$ cat src/hw/rtl/lpqs_pkg.sv
// Package for the LED panel quarter-scan driver: widths, defaults, types.
// No dependencies.
`timescale 1ns / 1ps

package lpqs_pkg;

   localparam int BYTES_PER_ROW_DEF = 16;
   localparam int SCAN_PHASES_DEF   = 4;

   localparam int ADDR_W = 6;
   localparam int BYTE_W = 8;
   localparam int ROW_W  = 2;
   localparam int FRAME_DEPTH = 64;

   localparam int QUEUE_DEPTH = 2;
   localparam int QPTR_W      = 1;
   localparam int QCNT_W      = 2;

   typedef enum logic {
      CMD_WRITE = 1'b0,
      CMD_TICK  = 1'b1
   } cmd_type;

   typedef enum logic {
      BK_IDLE,
      BK_SCAN
   } back_state_type;

   typedef struct packed {
      cmd_type                 cmd;
      logic [ADDR_W-1:0]       addr;
      logic [BYTE_W-1:0]       data;
   } item_type;

   typedef struct packed {
      logic     valid;
      item_type item;
   } queue_head_type;

endpackage

$ cat src/hw/rtl/led_panel_quarter_scan_driver_unit.sv
// Top level of the LED panel quarter-scan driver.
// Depends on lpqs_pkg, lpqs_front and lpqs_back.
//
// Use: the req channel carries write transactions (command 0: store
// req_frame_byte at req_frame_address in the 64-byte frame store) and scan
// ticks (command 1). A write gives no response. A tick gives BYTES_PER_ROW
// response transactions, byte i being frame[i*SCAN_PHASES + phase];
// the final one has rsp_last set and rsp_row_select equal to
// SCAN_PHASES-1-phase (2 bits), zero otherwise. The phase then advances.
// Requests enter a two-entry queue and are carried out in order.
// The first response of a tick passes the queue, the dispatch state, the
// read register and the output register. A write is done by the back
// end in its idle state; a dispatched tick does one frame-memory read
// per cycle through the single read port while the output is not stalled.
// Reset clears the phase, the queue and the per-byte written flags, so the
// frame store reads as zero; no clearing pass is needed.
// A stalled response holds its payload; the read pipeline stops behind it
// and the queue keeps accepting until full.
`timescale 1ns / 1ps

module led_panel_quarter_scan_driver_unit #(
   parameter int BYTES_PER_ROW = lpqs_pkg::BYTES_PER_ROW_DEF,
   parameter int SCAN_PHASES   = lpqs_pkg::SCAN_PHASES_DEF
) (
   input  logic                        clock,
   input  logic                        reset,
   input  logic                        req_valid,
   output logic                        req_stall,
   input  logic                        req_command,
   input  logic [lpqs_pkg::ADDR_W-1:0] req_frame_address,
   input  logic [lpqs_pkg::BYTE_W-1:0] req_frame_byte,
   output logic                        rsp_valid,
   input  logic                        rsp_stall,
   output logic [lpqs_pkg::BYTE_W-1:0] rsp_shift_byte,
   output logic [lpqs_pkg::ROW_W-1:0]  rsp_row_select,
   output logic                        rsp_last
);

   lpqs_pkg::queue_head_type head;
   logic                     pop;

   lpqs_front u_front (
      .clock             (clock),
      .reset             (reset),
      .req_valid         (req_valid),
      .req_stall         (req_stall),
      .req_command       (req_command),
      .req_frame_address (req_frame_address),
      .req_frame_byte    (req_frame_byte),
      .head              (head),
      .pop               (pop)
   );

   lpqs_back #(
      .BYTES_PER_ROW (BYTES_PER_ROW),
      .SCAN_PHASES   (SCAN_PHASES)
   ) u_back (
      .clock          (clock),
      .reset          (reset),
      .head           (head),
      .pop            (pop),
      .rsp_valid      (rsp_valid),
      .rsp_stall      (rsp_stall),
      .rsp_shift_byte (rsp_shift_byte),
      .rsp_row_select (rsp_row_select),
      .rsp_last       (rsp_last)
   );

endmodule

$ cat src/hw/rtl/lpqs_front.sv
// Front end: accepts request transactions, classifies them and queues them.
// Depends on lpqs_pkg.
`timescale 1ns / 1ps

module lpqs_front (
   input  logic                        clock,
   input  logic                        reset,
   input  logic                        req_valid,
   output logic                        req_stall,
   input  logic                        req_command,
   input  logic [lpqs_pkg::ADDR_W-1:0] req_frame_address,
   input  logic [lpqs_pkg::BYTE_W-1:0] req_frame_byte,
   output lpqs_pkg::queue_head_type    head,
   input  logic                        pop
);

   lpqs_pkg::item_type                 queue_ff [lpqs_pkg::QUEUE_DEPTH];
   logic [lpqs_pkg::QPTR_W-1:0]        wr_ptr_ff, wr_ptr_in;
   logic [lpqs_pkg::QPTR_W-1:0]        rd_ptr_ff, rd_ptr_in;
   logic [lpqs_pkg::QCNT_W-1:0]        count_ff, count_in;
   logic                               push;
   logic                               do_pop;
   lpqs_pkg::item_type                 new_item;

   assign req_stall = (count_ff == lpqs_pkg::QCNT_W'(lpqs_pkg::QUEUE_DEPTH));
   assign push      = req_valid && !req_stall;
   assign do_pop    = pop && (count_ff != '0);

   always_comb begin
      new_item.cmd  = lpqs_pkg::cmd_type'(req_command);
      new_item.addr = req_frame_address;
      new_item.data = req_frame_byte;
   end

   always_comb begin
      wr_ptr_in = push   ? wr_ptr_ff + 1'b1 : wr_ptr_ff;
      rd_ptr_in = do_pop ? rd_ptr_ff + 1'b1 : rd_ptr_ff;
      count_in  = count_ff;
      if (push && !do_pop) begin
         count_in = count_ff + 1'b1;
      end else if (!push && do_pop) begin
         count_in = count_ff - 1'b1;
      end
   end

   always_ff @(posedge clock) begin
      if (reset) begin
         wr_ptr_ff <= '0;
         rd_ptr_ff <= '0;
         count_ff  <= '0;
      end else begin
         wr_ptr_ff <= wr_ptr_in;
         rd_ptr_ff <= rd_ptr_in;
         count_ff  <= count_in;
      end
   end

   always_ff @(posedge clock) begin
      if (push) begin
         queue_ff[wr_ptr_ff] <= new_item;
      end
   end

   always_comb begin
      head.valid = (count_ff != '0);
      head.item  = queue_ff[rd_ptr_ff];
   end

endmodule

$ cat src/hw/rtl/lpqs_back.sv
// Back end: frame memory, scan sequencer and result pipeline.
// Depends on lpqs_pkg.
`timescale 1ns / 1ps

module lpqs_back #(
   parameter int BYTES_PER_ROW = lpqs_pkg::BYTES_PER_ROW_DEF,
   parameter int SCAN_PHASES   = lpqs_pkg::SCAN_PHASES_DEF
) (
   input  logic                        clock,
   input  logic                        reset,
   input  lpqs_pkg::queue_head_type    head,
   output logic                        pop,
   output logic                        rsp_valid,
   input  logic                        rsp_stall,
   output logic [lpqs_pkg::BYTE_W-1:0] rsp_shift_byte,
   output logic [lpqs_pkg::ROW_W-1:0]  rsp_row_select,
   output logic                        rsp_last
);

   localparam int PH_W  = $clog2(SCAN_PHASES);
   localparam int CNT_W = (BYTES_PER_ROW > 1) ? $clog2(BYTES_PER_ROW) : 1;

   logic [lpqs_pkg::BYTE_W-1:0]  mem [lpqs_pkg::FRAME_DEPTH];
   logic [lpqs_pkg::FRAME_DEPTH-1:0] written_ff;

   lpqs_pkg::back_state_type     state_ff, state_in;
   logic [PH_W-1:0]              phase_ff, phase_in;
   logic [CNT_W-1:0]             cnt_ff, cnt_in;
   logic [lpqs_pkg::ADDR_W-1:0]  addr_ff, addr_in;

   logic                         mem_we;
   logic                         issue;
   logic                         is_last;
   logic [lpqs_pkg::ROW_W-1:0]   row_value;

   logic                         rd_valid_ff, rd_valid_in;
   logic [lpqs_pkg::BYTE_W-1:0]  rd_byte_ff;
   logic [lpqs_pkg::ROW_W-1:0]   rd_row_ff;
   logic                         rd_last_ff;
   logic                         move;

   logic                         out_valid_ff, out_valid_in;
   logic [lpqs_pkg::BYTE_W-1:0]  out_byte_ff;
   logic [lpqs_pkg::ROW_W-1:0]   out_row_ff;
   logic                         out_last_ff;

   assign move    = rd_valid_ff && (!out_valid_ff || !rsp_stall);
   assign is_last = (cnt_ff == CNT_W'(BYTES_PER_ROW - 1));
   assign row_value = lpqs_pkg::ROW_W'(SCAN_PHASES - 1) - lpqs_pkg::ROW_W'(phase_ff);

   always_comb begin
      state_in = state_ff;
      phase_in = phase_ff;
      cnt_in   = cnt_ff;
      addr_in  = addr_ff;
      pop      = 1'b0;
      mem_we   = 1'b0;
      issue    = 1'b0;
      unique case (state_ff)
         lpqs_pkg::BK_IDLE: begin
            if (head.valid) begin
               pop = 1'b1;
               if (head.item.cmd == lpqs_pkg::CMD_WRITE) begin
                  mem_we = 1'b1;
               end else begin
                  cnt_in   = '0;
                  addr_in  = lpqs_pkg::ADDR_W'(phase_ff);
                  state_in = lpqs_pkg::BK_SCAN;
               end
            end
         end
         lpqs_pkg::BK_SCAN: begin
            issue = !rd_valid_ff || move;
            if (issue) begin
               addr_in = addr_ff + lpqs_pkg::ADDR_W'(SCAN_PHASES);
               cnt_in  = cnt_ff + 1'b1;
               if (is_last) begin
                  phase_in = (phase_ff == PH_W'(SCAN_PHASES - 1)) ? '0 : phase_ff + 1'b1;
                  state_in = lpqs_pkg::BK_IDLE;
               end
            end
         end
         default: begin
            state_in = lpqs_pkg::BK_IDLE;
         end
      endcase
   end

   assign rd_valid_in  = issue || (rd_valid_ff && !move);
   assign out_valid_in = move || (out_valid_ff && rsp_stall);

   always_ff @(posedge clock) begin
      if (reset) begin
         state_ff     <= lpqs_pkg::BK_IDLE;
         phase_ff     <= '0;
         cnt_ff       <= '0;
         addr_ff      <= '0;
         rd_valid_ff  <= 1'b0;
         out_valid_ff <= 1'b0;
         written_ff   <= '0;
      end else begin
         state_ff     <= state_in;
         phase_ff     <= phase_in;
         cnt_ff       <= cnt_in;
         addr_ff      <= addr_in;
         rd_valid_ff  <= rd_valid_in;
         out_valid_ff <= out_valid_in;
         if (mem_we) begin
            written_ff[head.item.addr] <= 1'b1;
         end
      end
   end

   always_ff @(posedge clock) begin
      if (mem_we) begin
         mem[head.item.addr] <= head.item.data;
      end
   end

   always_ff @(posedge clock) begin
      if (issue) begin
         rd_byte_ff <= written_ff[addr_ff] ? mem[addr_ff] : '0;
         rd_row_ff  <= is_last ? row_value : '0;
         rd_last_ff <= is_last;
      end
   end

   always_ff @(posedge clock) begin
      if (move) begin
         out_byte_ff <= rd_byte_ff;
         out_row_ff  <= rd_row_ff;
         out_last_ff <= rd_last_ff;
      end
   end

   assign rsp_valid      = out_valid_ff;
   assign rsp_shift_byte = out_byte_ff;
   assign rsp_row_select = out_row_ff;
   assign rsp_last       = out_last_ff;

endmodule

$ cat config.mk
export PLATFORM = sky130hd
export DESIGN_NAME = led_panel_quarter_scan_driver_unit
export DESIGN_NICKNAME = d
export VERILOG_FILES = /design/src/hw/rtl/lpqs_pkg.sv /design/src/hw/rtl/led_panel_quarter_scan_driver_unit.sv /design/src/hw/rtl/lpqs_front.sv /design/src/hw/rtl/lpqs_back.sv
export SDC_FILE = /design/constraint.sdc
export NUM_CORES = 1
export LEC_CHECK = 0
export ABC_CLOCK_PERIOD_IN_PS = 3300
export BUFFER_PORTS_ARGS = -buffer_cell sky130_fd_sc_hd__buf_2
export CORE_UTILIZATION = 60
export DETAILED_ROUTE_END_ITERATION = 8
export PLACE_DENSITY = 0.86
export RECOVER_POWER = 25
export SYNTH_ARGS = -nofsm -noshare
export SYNTH_HDL_FRONTEND = slang
export SYNTH_SLANG_ARGS = --single-unit
$ cat constraint.sdc
create_clock -name clock -period 3.3 [get_ports clock]
set_input_delay 0.495 -clock clock [delete_from_list [all_inputs] [get_ports clock]]
set_output_delay 0.495 -clock clock [all_outputs]
set_load 0.05 [all_outputs]
# Word-level counts from Yosys, hierarchy flattened
# Memories as Yosys holds them, arrays and structs flattened. A register that Yosys moved wholly into a read port is not among the register bits.
# Index checks and enable logic that the tools add are counted.
# word_totals
mem_count	2
mem_bits_rw	542
regBits	97
wordCells	92
# memory_table
name	words	width	rd	rd_ports_with_merged_regs	write_ports	line	rtl
u_back.mem	64	8	1	1	1	lpqs_back.sv:23	logic [lpqs_pkg::BYTE_W-1:0] mem [lpqs_pkg::FRAME_DEPTH];
u_front.queue_ff	2	15	1	1	1	lpqs_front.sv:17	lpqs_pkg::item_type queue_ff [lpqs_pkg::QUEUE_DEPTH];
# op_classes
muxes	32
n_addsub	8
n_bitwise	2
reduce_logical	24
n_eq_ne	6
order_cmp	3
# ops
operator	n
64-bit OR	1
1-bit 2-to-1 mux	18
6-bit 2-to-1 mux	3
6-bit by 7-bit < comparator with 1-bit output (second input constant)	2
4-bit 2-to-1 mux	3
6-bit case mux with 2 select lines	1
1-bit logical AND	8
1-bit logical NOT	8
4-bit case mux with 2 select lines	1
6-bit by 3-bit adder with 6-bit output (second input constant)	1
1-bit binary-select mux with 6-bit select	1
1-bit demux with 6-bit select	1
6-bit by 1-bit greater-or-equal comparator with 1-bit output (second input constant)	1
2-bit 2-to-1 mux	3
3-bit AND reduction	2
2-bit by 1-bit adder with 2-bit output (second input constant)	2
4-bit by 1-bit adder with 4-bit output (second input constant)	1
2-bit == test (second input constant)	2
4-bit == test (second input constant)	1
1-bit logical OR	4
2-bit inequality test (second input constant)	2
2-bit nonzero test	2
1-bit adder (second input constant)	2
2-bit by 1-bit inequality test with 1-bit output (second input constant)	1
other kinds (4)	4

# Depth between registers and ports, before layout
# depth
depth_word	7
mapped_depth	10
depth_no_buf	7

# By module
# A second synthesis with hierarchy kept.
# hier_totals
cells_unflattened	1411
hier_area_um2	25174.1
# by_module_without_submodules
mod	n_inst	cells_per_inst	area_per_inst_um2
lpqs_back	1	1339	23871.6
lpqs_front	1	72	1302.5

# Worst setup path after synthesis
# Ideal clock, no wire load.
# synth_path
path_type	register to register
start	register with a tool-made name
end	memory u_back.mem[15][0] (netlist bit) (enable)
synth_period_minus_slack_ns	2.303
required_time_ns	2.930
setup_ns	0.370
path_slack_ns	0.997
n_path_buf	3
arrival_time_ns	1.933
path_stages_with_launch	7
cell_sequence	dfxtp_1 clkbuf_1 clkbuf_1 clkbuf_1 a32o_1 nand2_1 nor2_1
# synth_lines
element	line
to (decl)	lpqs_back.sv:23

# Worst setup path in the final report
# layout_path
start	register u_back.addr_ff[0] (netlist bit)
end	register u_back.rd_byte_ff[0] (netlist bit), read port of u_back.mem (data pin)
# layout_via
elab_chain_cells	3
# layout_lines
element	line	rtl
from (decl)	lpqs_back.sv:29	logic [lpqs_pkg::ADDR_W-1:0] addr_ff, addr_in;
from (signal assigned)	lpqs_back.sv:105	addr_ff <= addr_in;
1-bit binary-select mux with 6-bit select	lpqs_back.sv:122	rd_byte_ff <= written_ff[addr_ff] ? mem[addr_ff] : '0;
1-bit 2-to-1 mux (implied by the code)	lpqs_back.sv:122	
1-bit logical NOT (no line)	-	
to (decl)	lpqs_back.sv:37	logic [lpqs_pkg::BYTE_W-1:0] rd_byte_ff;
# Parallel ways exist; a longest one is shown, timed or not. The select of a mux whose other input is x is not followed.
# A chain may end at the register's enable or synchronous reset.

==> impl_metrics.csv <==
group,metric,value,unit
outcome,status,"finished, violations left",
outcome,violations,"design-rule violations, max-capacitance violations, max-slew violations",
power_and_ir_drop,p_seq_frac,0.524,
route,vias,14490,
global_routing,grt-ovfl-total,0,
final_layout,final_area,28180,µm²
global_routing,grt_pass1_vias,14270,
clock_tree,cts_tree,"done",
sta,slew_headroom,-0.3908,
global_routing,grt_use_total,0.2854,
clock_tree,hold_buffers,0,
power_and_ir_drop,peakVddDrop,479.1,µV
synthesis,synth-seq-area-share,0.7427,
clock_tree,clock_latency,0.63,ns
sta,tightest_slew,2.086,ns
sta,rsz0062_at_grt,"false",
power_and_ir_drop,p_int,14.12,mW
route,viasPerCell,6.749,
floorplanning,io_pins,32,
clock_tree,cts_buffers,59,
synthesis,ys_async_sr_fraction,0,
synthesis,synth_top_flop_cell,"edfxtp_1",
power_and_ir_drop,power_density,672.3,nW/µm²
placed_design,dp.cells,2035,
route,wl_per_cell,27.38,µm
power_and_ir_drop,p_clk_frac,0.359,
placed_design,place.gp.congestion,0.9048,
setup_path,path_class,"flop to flop",
sta,fin_worst_skew,0.02257,ns
setup_path,critical_path_required,3.64,ns
sta,min_period_over_period,0.9157,
synthesis,synth_area_leader_cell,"edfxtp_1",
floorplanning,fp.dieArea,42600,µm²
global_routing,antenna_found_initial,0,
power_and_ir_drop,p_switching,4.824,mW
setup_path,cp-end-kind,"flop",
synthesis,synth_edf_count,564,
final_layout,syn2layout_area_growth,12.40,%
floorplanning,start_util,0.6112,
synthesis,syn-num-nets,1478,
final_layout,multi_input_area,6062,µm²
placed_design,hpwl,34.68,mm
synthesis,yosysTopAreaCellShare,0.6756,
clock_tree,ctsResizeCount,0,
floorplanning,core_area,41020,µm²
clock_tree,clkTransAtPathRegs,0.06,ns
sta,fmax,330.9,MHz
final_layout,n_fill_cell,2414,
final_layout,drive_gt1_frac,0.1926,
clock_tree,clock_sinks,648,
route,drt_pass1_iterations,9,
hold_path,hold_path_class,"input port to flop",
floorplanning,die_w,206.4,µm
sta,slew_viol_final,102,
placed_design,numPortBuffers,31,
power_and_ir_drop,power,18.94,mW
clock_tree,cts_setup_buffers,0,
power_and_ir_drop,p_leak,8.941,nW
power_and_ir_drop,comb_power_share,0.118,
sta,setup_viol,0,
floorplanning,die_h,206.4,µm
sta,hold_violations,0,
placed_design,dpl_cell_area,26290,µm²
final_layout,seqCellArea,18630,µm²
global_routing,grt_max_degree,65,
power_and_ir_drop,p_sw_frac,0.2547,
clock_tree,cts-root-buf,"clkbuf_16",
route,drcViolationCount,6,
synthesis,syn_inst,1455,
floorplanning,rows,74,
synthesis,synth.distinct_cells,49,
flow_run,maxCapViolCount,2,
setup_path,cp_max_fo,60,
final_layout,nNetsFinal,1587,
route,drtIter0Drc,1942,
setup_path,cp-start-kind,"flop",
placed_design,place_ws,0.3509,ns
clock_tree,cts_max_level,2,
clock_tree,clockBufferDepth,3,
sta,final.setup.tns,0,ns
synthesis,synth_warnings,0,
setup_path,arrival,3.36,ns
synthesis,synthTopCellsByArea,"edfxtp_1 (68%), mux4_2 (9.3%), dfxtp_1 (6.7%), mux2i_1 (3.0%), nor2_1 (2.5%)",
sta,min_period,3.022,ns
route,ant_nets,0,
sta,fin_ws,0.2782,ns
synthesis,syn-cell-area,25070,µm²
synthesis,avgSynthCellArea,17.23,µm²
global_routing,grt_first_pass_wirelength,87.55,mm
synthesis,synth-seq-cells,648,
final_layout,post_layout_nonfiller_instances,2147,
final_layout,diodes,0,
route,wirelength,58.79,mm
-- path summary, 6_finish.rpt --
kind                                        start                      to  slack [ns]  cells past startpoint
worst max-delay path            u_back.addr_ff[0]    u_back.rd_byte_ff[0]        0.28                      6
worst min-delay path            req_frame_byte[7]  u_front.queue_ff[1][7]        0.06                      1
worst max register to register  u_back.addr_ff[0]    u_back.rd_byte_ff[0]        0.28                      6
worst min register to register  u_back.rd_last_ff         u_back.rsp_last        0.42                      0
-- layout by cell type (no fill, tap or decap), drive strengths merged, types with 10 or more instances in the layout --
cell type | netlist | routed
edfxtp | 564 | 564
nor2 | 169 | 169
clkbuf | 40 | 109
mux4 | 106 | 106
a21oi | 103 | 103
buf | 39 | 98
nand2 | 89 | 89
dfxtp | 84 | 84
mux2i | 76 | 76
o22ai | 28 | 28
clkinv | 0 | 25
o221ai | 19 | 19
a211oi | 11 | 11
mux2 | 11 | 11
o32ai | 10 | 10
a21o | 10 | 10
a2111oi | 10 | 10
nor2b | 10 | 10
-- synthesized netlist by cell type (2+ instances only) --
cell type  instances
a2111oi_0         10
a211o_1            9
a211oi_1          11
a21o_1            10
a21oi_1          103
a22o_1             2
a22oi_1            4
a32o_1             2
a32oi_1            2
and3_1             2
buf_1             10
buf_2             15
buf_4             12
buf_6              2
clkbuf_1          40
dfxtp_1           84
edfxtp_1         564
ha_1               4
inv_1              3
mux2_2            11
mux2i_1           76
mux4_1             2
mux4_2           104
nand2_1           89
nand2b_1           6
nand3_1            2
nand3b_1           2
nor2_1           169
nor2b_1           10
nor3_1             5
o2111ai_1          2
o21ai_0            6
o21bai_1           2
o221ai_1          19
o22a_1             2
o22ai_1           28
o32a_1             2
o32ai_1           10
or3_1              2
xor2_1             8
-- through the flow --
stage	hold WS (ns)	util
final	0.05672	0.6870
after floorplan	0.4003	-
after CTS	0.03422	0.6884
after global placement	0.4112	0.6408
after detailed placement	0.4063	0.6408
after global routing	0.04086	0.6870
-- cell families after synthesis --
family | synth area share
compound gates | 0.05930
fa+ha+maj | 0.001997
simple gates | 0.04682
flops | 0.7427
buf+inv | 0.01557
xor+xnor | 0.002795
mux | 0.1308
-- state kept, by name (all words and copies together) (netlist names), 4 cells and up, named ones only --
name,count
u_back.rsp_shift_byte,8
u_back.addr_ff,6
u_back.rd_byte_ff,8
u_back.written_ff,64
u_back.cnt_ff,4
u_front.queue_ff,30
u_back.mem,512
-- metal layers --
| layer | part of all wire | GRT usage | wire length, µm | vias up |
|---|---|---|---|---|
| li1 | - | - | - | 5968 |
| met1 | 0.36 | 0.3774 | 21270 | 7234 |
| met2 | 0.49 | 0.4666 | 28680 | 1107 |
| met3 | 0.11 | 0.05818 | 6469 | 179 |
| met4 | 0.039 | 0.1129 | 2309 | 3 |
| met5 | 0.0010 | 0.01071 | 60 | - |
-- worst max-delay path, cell delays in order, from the launching register on --
cell and delay (ns):
dfxtp_4 0.54, buf_12 0.43, mux4_2 0.57, nand2_1 0.11
a21oi_1 0.08, a2111oi_0 0.75, o32ai_1 0.19
-- power groups by stage --
| stage | Combinational [mW] | Sequential [mW] | Clock (mW) |
|---|---|---|---|
| after floorplan | 1.30 | 10.0 | 0 |
| after global placement | 2.10 | 10.0 | 0 |
| after detailed placement | 2.21 | 10.1 | 0 |
| after CTS | 2.24 | 9.89 | 6.85 |
| after global routing | 2.35 | 9.94 | 7.13 |
| final | 2.23 | 9.92 | 6.79 |
-- cell type report --
| cell class | instances | share of cell area |
|---|---|---|
| sequential | 648 | 0.6611 |
| inverter | 4 | 0.0005329 |
| clock buffer | 80 | 0.05999 |
| clock inverter | 32 | 0.009192 |
| timing repair buffer | 127 | 0.03046 |
| tap | 532 | 0.02362 |
| multi-input combinational | 724 | 0.2151 |
Note: power is estimated with default switching activity, not from simulation.
